===== src/hdl/slcd_pkg.sv =====
package slcd_pkg;

   localparam int NUM_WORDS  = 8;
   localparam int NUM_DIGITS = 6;

   localparam logic [7:0] CHAR_DOT   = 8'h2E;
   localparam logic [7:0] CHAR_COLON = 8'h3A;
   localparam logic [7:0] CHAR_ZERO  = 8'h30;
   localparam logic [7:0] CHAR_NINE  = 8'h39;
   localparam logic [7:0] CHAR_UC_A  = 8'h41;
   localparam logic [7:0] CHAR_UC_Z  = 8'h5A;
   localparam logic [7:0] CHAR_LC_A  = 8'h61;
   localparam logic [7:0] CHAR_LC_Z  = 8'h7A;
   localparam logic [7:0] CHAR_LC_D  = 8'h64;
   localparam logic [7:0] CHAR_LC_M  = 8'h6D;
   localparam logic [7:0] CHAR_LC_N  = 8'h6E;
   localparam logic [7:0] CHAR_STAR  = 8'h2A;
   localparam logic [7:0] CHAR_LPAR  = 8'h28;
   localparam logic [7:0] CHAR_RPAR  = 8'h29;
   localparam logic [7:0] CHAR_MINUS = 8'h2D;
   localparam logic [7:0] CHAR_PLUS  = 8'h2B;
   localparam logic [7:0] CHAR_SLASH = 8'h2F;
   localparam logic [7:0] CHAR_PCT   = 8'h25;
   localparam logic [7:0] CHAR_MICRO = 8'hB5;
   localparam logic [7:0] CHAR_DEG   = 8'hB0;
   localparam logic [7:0] CHAR_ALL   = 8'hFF;

   localparam logic [15:0] POINT_SEG = 16'h0002;
   localparam logic [15:0] COLON_SEG = 16'h0020;

   localparam logic [2:0] BAR_WORD_A = 3'd6;
   localparam logic [2:0] BAR_WORD_B = 3'd4;
   localparam int         BAR_BIT_LO = 8;
   localparam int         BAR_BIT_HI = 25;

   localparam logic [15:0] LETTER_CODES [26] = '{
      16'hFE00, 16'h6714, 16'h1D00, 16'h4714, 16'h9D00, 16'h9C00, 16'h3F00,
      16'hFA00, 16'h0014, 16'h5300, 16'h9841, 16'h1900, 16'h5A48, 16'h5A09,
      16'h5F00, 16'hFC00, 16'h5F01, 16'hFC01, 16'hAF00, 16'h0414, 16'h5B00,
      16'h18C0, 16'h5A81, 16'h00C9, 16'h0058, 16'h05C0
   };

   localparam logic [15:0] DIGIT_CODES [10] = '{
      16'h5F00, 16'h4200, 16'hF500, 16'h6700, 16'hEA00,
      16'hAF00, 16'hBF00, 16'h4600, 16'hFF00, 16'hEF00
   };

   // word offset and bit number for each position and nibble bit
   localparam logic PIN_WORD [NUM_DIGITS][4] = '{
      '{1'b0, 1'b0, 1'b0, 1'b0}, '{1'b0, 1'b0, 1'b0, 1'b0},
      '{1'b0, 1'b0, 1'b0, 1'b0}, '{1'b0, 1'b1, 1'b1, 1'b0},
      '{1'b1, 1'b0, 1'b0, 1'b1}, '{1'b0, 1'b0, 1'b0, 1'b0}
   };

   localparam logic [4:0] PIN_BIT [NUM_DIGITS][4] = '{
      '{5'd4,  5'd23, 5'd22, 5'd3},  '{5'd6,  5'd13, 5'd12, 5'd5},
      '{5'd15, 5'd29, 5'd28, 5'd14}, '{5'd31, 5'd1,  5'd0,  5'd30},
      '{5'd3,  5'd25, 5'd24, 5'd2},  '{5'd17, 5'd8,  5'd9,  5'd26}
   };

   typedef logic [NUM_WORDS-1:0][31:0] frame_type;

   typedef struct packed {
      logic       op;
      logic [7:0] char_code;
   } item_type;

   function automatic logic [15:0] encode_byte(input logic [7:0] c);
      logic [7:0]  d;
      logic [15:0] code;
      begin
         d    = 8'd0;
         code = 16'h0000;
         unique case (c)
            CHAR_LC_D:  code = 16'hF300;
            CHAR_LC_M:  code = 16'hB210;
            CHAR_LC_N:  code = 16'h2210;
            CHAR_STAR:  code = 16'hA0DD;
            CHAR_LPAR:  code = 16'h0028;
            CHAR_RPAR:  code = 16'h0011;
            CHAR_MINUS: code = 16'hA000;
            CHAR_PLUS:  code = 16'hA014;
            CHAR_SLASH: code = 16'h00C0;
            CHAR_PCT:   code = 16'hB300;
            CHAR_MICRO: code = 16'h6084;
            CHAR_DEG:   code = 16'hEC00;
            CHAR_ALL:   code = 16'hFFDD;
            default: begin
               if (c >= CHAR_ZERO && c <= CHAR_NINE) begin
                  d    = c - CHAR_ZERO;
                  code = DIGIT_CODES[d[3:0]];
               end else if (c >= CHAR_UC_A && c <= CHAR_UC_Z) begin
                  d    = c - CHAR_UC_A;
                  code = LETTER_CODES[d[4:0]];
               end else if (c >= CHAR_LC_A && c <= CHAR_LC_Z) begin
                  d    = c - CHAR_LC_A;
                  code = LETTER_CODES[d[4:0]];
               end
            end
         endcase
         return code;
      end
   endfunction

endpackage


===== src/hdl/segment_lcd_text_writer_unit.sv =====
// An accepted beat waits in the input register until the emitter can load, then its
// image loads into the emitter and its first word goes out on rsp; eight result
// beats follow in order. Items are paced by the eight-beat image emission; the next
// item is taken in the cycle the last word is handed over.
// Reset clears the frame image, cursor, previous byte, bar mask and all valids.
module segment_lcd_text_writer_unit (
   input  logic        clock,
   input  logic        reset,
   input  logic        req_tvalid,
   output logic        req_tready,
   input  logic [7:0]  req_tdata,   // [7:0] char_code
   input  logic        req_tuser,   // [0] op
   output logic        rsp_tvalid,
   input  logic        rsp_tready,
   output logic [39:0] rsp_tdata,   // [2:0] word_index, [34:3] word_value, rest zero
   output logic        rsp_tlast,
   input  logic        csr_wen,
   input  logic [3:0]  csr_wdata
);

   slcd_pkg::item_type  item_ff, item_in;
   logic                in_valid_ff, in_valid_in;
   logic [3:0]          bar_ff;
   logic                can_load;
   logic                load;
   slcd_pkg::frame_type image;
   logic [2:0]          word_index;
   logic [31:0]         word_value;

   assign load       = in_valid_ff && can_load;
   assign req_tready = !in_valid_ff || load;

   always_comb begin
      item_in     = item_ff;
      in_valid_in = in_valid_ff && !load;
      if (req_tvalid && req_tready) begin
         item_in.op        = req_tuser;
         item_in.char_code = req_tdata;
         in_valid_in       = 1'b1;
      end
   end

   always_ff @(posedge clock) begin
      item_ff <= item_in;
      if (reset) begin
         in_valid_ff <= 1'b0;
         bar_ff      <= 4'd0;
      end else begin
         in_valid_ff <= in_valid_in;
         if (csr_wen) bar_ff <= csr_wdata;
      end
   end

   slcd_frame u_frame (
      .clock    (clock),
      .reset    (reset),
      .upd      (load),
      .item     (item_ff),
      .bar_mask (bar_ff),
      .image    (image)
   );

   slcd_emit u_emit (
      .clock      (clock),
      .reset      (reset),
      .load       (load),
      .image      (image),
      .can_load   (can_load),
      .out_valid  (rsp_tvalid),
      .out_ready  (rsp_tready),
      .word_index (word_index),
      .word_value (word_value),
      .last_word  (rsp_tlast)
   );

   assign rsp_tdata = {5'b00000, word_value, word_index};

endmodule


===== src/hdl/slcd_frame.sv =====
module slcd_frame (
   input  logic                clock,
   input  logic                reset,
   input  logic                upd,
   input  slcd_pkg::item_type  item,
   input  logic [3:0]          bar_mask,
   output slcd_pkg::frame_type image
);

   slcd_pkg::frame_type frame_ff, frame_in;
   logic [2:0]  cursor_ff, cursor_in;
   logic [7:0]  prev_ff, prev_in;

   logic        is_mark;
   logic        place_ok;
   logic [2:0]  target;
   logic [15:0] code;
   logic        pos_en;

   always_comb begin
      is_mark  = !item.op && (item.char_code == slcd_pkg::CHAR_DOT ||
                              item.char_code == slcd_pkg::CHAR_COLON);
      place_ok = !(is_mark && cursor_ff == 3'd0);
      target   = is_mark ? cursor_ff - 3'd1 : cursor_ff;
      if (item.op) begin
         code = 16'h0000;
      end else if (is_mark) begin
         code = slcd_pkg::encode_byte(prev_ff) |
                ((item.char_code == slcd_pkg::CHAR_DOT) ? slcd_pkg::POINT_SEG
                                                         : slcd_pkg::COLON_SEG);
      end else begin
         code = slcd_pkg::encode_byte(item.char_code);
      end

      // scatter the code nibbles into every enabled position
      frame_in = frame_ff;
      for (int p = 0; p < slcd_pkg::NUM_DIGITS; p++) begin
         pos_en = item.op ? (3'(p) >= cursor_ff) : (place_ok && target == 3'(p));
         if (pos_en) begin
            for (int k = 0; k < 4; k++) begin
               for (int b = 0; b < 4; b++) begin
                  frame_in[3'(2 * k + int'(slcd_pkg::PIN_WORD[p][b]))]
                          [slcd_pkg::PIN_BIT[p][b]] = code[4'(12 - 4 * k + b)];
               end
            end
         end
      end

      // bars go last and override shared segment bits
      frame_in[slcd_pkg::BAR_WORD_A][slcd_pkg::BAR_BIT_LO] = bar_mask[0];
      frame_in[slcd_pkg::BAR_WORD_B][slcd_pkg::BAR_BIT_LO] = bar_mask[1];
      frame_in[slcd_pkg::BAR_WORD_A][slcd_pkg::BAR_BIT_HI] = bar_mask[2];
      frame_in[slcd_pkg::BAR_WORD_B][slcd_pkg::BAR_BIT_HI] = bar_mask[3];

      if (item.op) begin
         cursor_in = 3'd0;
         prev_in   = 8'd0;
      end else begin
         cursor_in = (is_mark || cursor_ff == 3'd7) ? cursor_ff : cursor_ff + 3'd1;
         prev_in   = item.char_code;
      end
   end

   always_ff @(posedge clock) begin
      if (reset) begin
         frame_ff  <= '0;
         cursor_ff <= 3'd0;
         prev_ff   <= 8'd0;
      end else if (upd) begin
         frame_ff  <= frame_in;
         cursor_ff <= cursor_in;
         prev_ff   <= prev_in;
      end
   end

   assign image = frame_in;

endmodule


===== src/hdl/slcd_emit.sv =====
module slcd_emit (
   input  logic                clock,
   input  logic                reset,
   input  logic                load,
   input  slcd_pkg::frame_type image,
   output logic                can_load,
   output logic                out_valid,
   input  logic                out_ready,
   output logic [2:0]          word_index,
   output logic [31:0]         word_value,
   output logic                last_word
);

   logic [31:0] img_ff [slcd_pkg::NUM_WORDS];
   logic [31:0] img_in [slcd_pkg::NUM_WORDS];
   logic [2:0]  idx_ff, idx_in;
   logic        busy_ff, busy_in;
   logic        beat;

   assign last_word  = (idx_ff == 3'(slcd_pkg::NUM_WORDS - 1));
   assign beat       = busy_ff && out_ready;
   assign can_load   = !busy_ff || (beat && last_word);
   assign out_valid  = busy_ff;
   assign word_index = idx_ff;
   assign word_value = img_ff[0];

   always_comb begin
      img_in  = img_ff;
      idx_in  = idx_ff;
      busy_in = busy_ff;
      if (load) begin
         for (int i = 0; i < slcd_pkg::NUM_WORDS; i++) img_in[i] = image[i];
         idx_in  = 3'd0;
         busy_in = 1'b1;
      end else if (beat) begin
         // advance the image by one word
         for (int i = 0; i < slcd_pkg::NUM_WORDS - 1; i++) img_in[i] = img_ff[i + 1];
         idx_in  = idx_ff + 3'd1;
         busy_in = !last_word;
      end
   end

   always_ff @(posedge clock) begin
      img_ff <= img_in;
      if (reset) begin
         idx_ff  <= 3'd0;
         busy_ff <= 1'b0;
      end else begin
         idx_ff  <= idx_in;
         busy_ff <= busy_in;
      end
   end

endmodule


===== config.mk =====
export PLATFORM = sky130hd
export DESIGN_NAME = segment_lcd_text_writer_unit
export DESIGN_NICKNAME = d
export VERILOG_FILES = /design/src/hdl/slcd_pkg.sv /design/src/hdl/segment_lcd_text_writer_unit.sv /design/src/hdl/slcd_frame.sv /design/src/hdl/slcd_emit.sv
export SDC_FILE = /design/constraint.sdc
export NUM_CORES = 1
export LEC_CHECK = 0
export ABC_AREA = 1
export BUFFER_PORTS_ARGS = -buffer_cell sky130_fd_sc_hd__buf_2
export CORE_MARGIN = 5
export CORE_UTILIZATION = 45
export CTS_CLUSTER_DIAMETER = 150
export DETAILED_ROUTE_END_ITERATION = 8
export PLACE_DENSITY = 0.88
export SLEW_MARGIN = 20
export SYNTH_ARGS = -nofsm -noshare
export SYNTH_HDL_FRONTEND = slang
export SYNTH_SLANG_ARGS = --single-unit

===== constraint.sdc =====
create_clock -name clock -period 2.91 [get_ports clock]
set_clock_uncertainty 0.15 [all_clocks]
set_input_delay 0.7275 -clock clock [delete_from_list [all_inputs] [get_ports clock]]
set_output_delay 0.7275 -clock clock [all_outputs]
set_load 0.05 [all_outputs]

==> results.cfg <==
[finish]
areaGrowthSynthToFinish_pct = 0.207
drive_gt1_share_pct = 17.3
multi_input_comb_area_um2 = 379
num-fill-cells = 237
layout.cell_area.non_filler_um2 = 1210
num_antenna_cells = 0
final_net_count = 171
register_area_um2 = 601

[logic_synthesis]
synth.top_cells.by_area = sky130_fd_sc_hd__edfxtp_1 35%, sky130_fd_sc_hd__buf_4 23%, sky130_fd_sc_hd__dfxtp_1 15%
synth_top_family_by_area = buffers and inverters
synth_xor_xnor_area_share_pct = 0
ys_dominant_reg_cell = sky130_fd_sc_hd__edfxtp_1
post_synth_inst_count = 132
synth_seq_cells = 23
synth_enable_flop_cells = 14
synth.mux.area_fraction_pct = 0
synthesis.yosys.warnings = 0
asyncSetResetFlopFracSynth_pct = 0
synthSimpleGateAreaFrac_pct = 14.7
synth_compound_gate_area_share_pct = 3.72
ys_types = 15
synthMostInstantiatedCell = sky130_fd_sc_hd__buf_4
synthDominantCellAreaShare_pct = 34.7
netlist_top_cells_count = 37 x sky130_fd_sc_hd__buf_4, 19 x sky130_fd_sc_hd__inv_1, 18 x sky130_fd_sc_hd__nor2_1
ys_seq_area_share_pct = 49.6
synth_area_per_inst_um2 = 9.17
netlist_area_um2 = 1210
synth_fa_ha_area_share_pct = 2.07
synth_largest_area_cell = sky130_fd_sc_hd__edfxtp_1

[worst_setup_path]
worst_setup_path_start_kind = register
rrSetupSlack_ps = 1370
critical_path.reg2reg.endpoint = u_emit.img_ff[168]
data_arrival_time_at_the_worst_slack_endpoint_ps = 1490
timing.critical_path.fanout_max = 4
worst_ep_required_time_ps = 2030
reg2reg_from = u_emit.word_index[0]
endpoint_kind = output port
critical_path_type = register to output port
r2r.worst_path.cells = 7

[hold_path]
end_point_of_the_worst_hold_path = bar_ff[2]
hold_path.class = register to register
timing.hold.worst_path_depth = 2
worst_hold_startpoint = bar_ff[2]

[placement]
dp_hpwl_um = 1230
dpl_cell_area_um2 = 1180
routabilityCongestion = 0.696
port-buffer-count = 16

[cts]
clk-insertion-delay-late_ps = 310
clk_transition_reported_paths_ps = 130
ctsRootBufferMaster = sky130_fd_sc_hd__clkbuf_4
cts-root-to-sink-buffers = 2
tritoncts = yes
clock_sink_count = 23
hold_buffers = 0
clock_tree.htree_level_count = 1
cts_resized = 0
cts_inserted_buffers = 3
number_of_buffers_added_for_setup_after_cts = 0

[timing]
rsz0062_at_grt = false
final_max_slew_viol_count = 0
finalHoldViolations = 0
endpoints_failing_setup = 0
setup_tns_ps = 0
max_clock_freq_mhz = 423
final.min_clock_period_ps = 2360
post-route-period-util_pct = 81.2

[run_status]
outcome = completed

[floorplan]
initial_core_util_pct = 48.0
dieArea_um2 = 3830
fp.dieW_um = 61.9
fp.dieH_um = 61.9
boundaryPins = 61
fp.coreArea_um2 = 2520
num_rows = 18

[global_route]
grt_start_max_net_pins = 15
vias_in_the_first_global_route = 576
antenna_found_initial = 0
grt.total_usage_pct = 8.24
grt_pass1_wl_um = 2290
overflow = 0

[drt]
wl_per_cell_um = 9.05
ant_nets = 0
drt-initial-drc-count = 14
finalWirelength_um = 1630
drt_pre_antenna_iters = 2
routed-via-count = 697
detail_route.drc_violations = 0
avgViaCountPerCell = 3.87

[power_and_ir_drop]
p_leak_nw = 0.621
power.density_cell_area_nw_per_um2 = 576
power.ir.vdd_worst_uv = 373

[run]
drv.max_cap_violation_count = 0
final cells by class:
cell class | instances | share of cell area [%]
inverter | 20 | 6.60
timing repair buffer | 17 | 7.22
clock buffer | 3 | 1.86
multi-input combinational | 86 | 31.3
tap | 30 | 3.10
clock inverter | 1 | 0.413
sequential | 23 | 49.5
critical path, stage by stage, from the launching register on:
cell,delay [ps]
sky130_fd_sc_hd__dfxtp_1,360
sky130_fd_sc_hd__ha_1,200
sky130_fd_sc_hd__ha_1,190
sky130_fd_sc_hd__nand2_1,90
sky130_fd_sc_hd__nand3_1,100
sky130_fd_sc_hd__buf_2,240
stage by stage:
stage / power, mW / worst slack, ps / utilization, % / std cells / hold WS (ps)
after floorplan: 0.579 / 113 / - / 166 / 284
after detailed placement: 0.561 / 719 / 47.0 / 176 / 298
after CTS: 0.705 / 533 / 48.1 / 180 / 317
after global placement: 0.558 / 732 / 47.0 / 176 / 296
after global routing: 0.731 / 424 / 48.1 / 180 / 326
final: 0.699 / 546 / 48.1 / 180 / 314
how the worst max path moves through the flow:
stage / from / end / slack, ps
detailed placement: rsp_tready / req_tready / 720
CTS: u_emit.word_index[0] / req_tready / 530
global placement: rsp_tready / req_tready / 730
floorplan: u_emit.word_index[0] / req_tready / 110
finish: u_emit.word_index[0] / req_tready / 550
global route: u_emit.word_index[0] / req_tready / 420
sequential cells by signal (all words and copies together) (netlist names):
signal             flops
in_valid_ff            1
u_emit.word_value      2
u_emit.img_ff         12
u_emit.word_index      3
u_emit.out_valid       1
bar_ff                 4
power breakdown:
group          leakage, nW  total, mW  switching (mW)  internal, mW
Combinational        0.395      0.171           0.149        0.0220
Sequential           0.209      0.383         0.00966         0.374
Clock               0.0177      0.145          0.0937        0.0513
Total                0.621      0.699           0.252         0.447
cell families (layout without fill, tap and decap cells):
logic type | Yosys count | count (layout)
compound gates | 9 | 9
fa+ha+maj | 2 | 2
buf+inv | 57 | 41
flops | 23 | 23
other cells | 1 | 35
simple gates | 40 | 40
cell usage in the layout, fill, tap and decap left out:
cell type / n
sky130_fd_sc_hd__nand2_4: 2
sky130_fd_sc_hd__o21ai_1: 1
sky130_fd_sc_hd__nand2_1: 12
sky130_fd_sc_hd__conb_1: 35
sky130_fd_sc_hd__ha_1: 2
sky130_fd_sc_hd__dfxtp_1: 9
sky130_fd_sc_hd__buf_4: 1
sky130_fd_sc_hd__nor2_2: 1
sky130_fd_sc_hd__nand3_1: 6
sky130_fd_sc_hd__inv_1: 19
sky130_fd_sc_hd__o21ai_0: 4
sky130_fd_sc_hd__nor2_1: 18
sky130_fd_sc_hd__nand2_2: 1
sky130_fd_sc_hd__inv_6: 1
sky130_fd_sc_hd__a21oi_1: 4
sky130_fd_sc_hd__edfxtp_1: 14
sky130_fd_sc_hd__clkbuf_4: 3
sky130_fd_sc_hd__buf_2: 16
sky130_fd_sc_hd__clkinv_2: 1
layer usage:
| metal | wire [um] | up-vias | GRT usage, % | share of wire [%] |
|---|---|---|---|---|
| met5 | 0 | - | 0 | 0 |
| met4 | 33 | 0 | 5.45 | 2.0 |
| met3 | 162 | 4 | 2.07 | 9.9 |
| met2 | 770 | 29 | 13.5 | 47 |
| met1 | 663 | 291 | 9.51 | 41 |
| li1 | - | 373 | - | - |
Power figures use the tool's default switching activity.
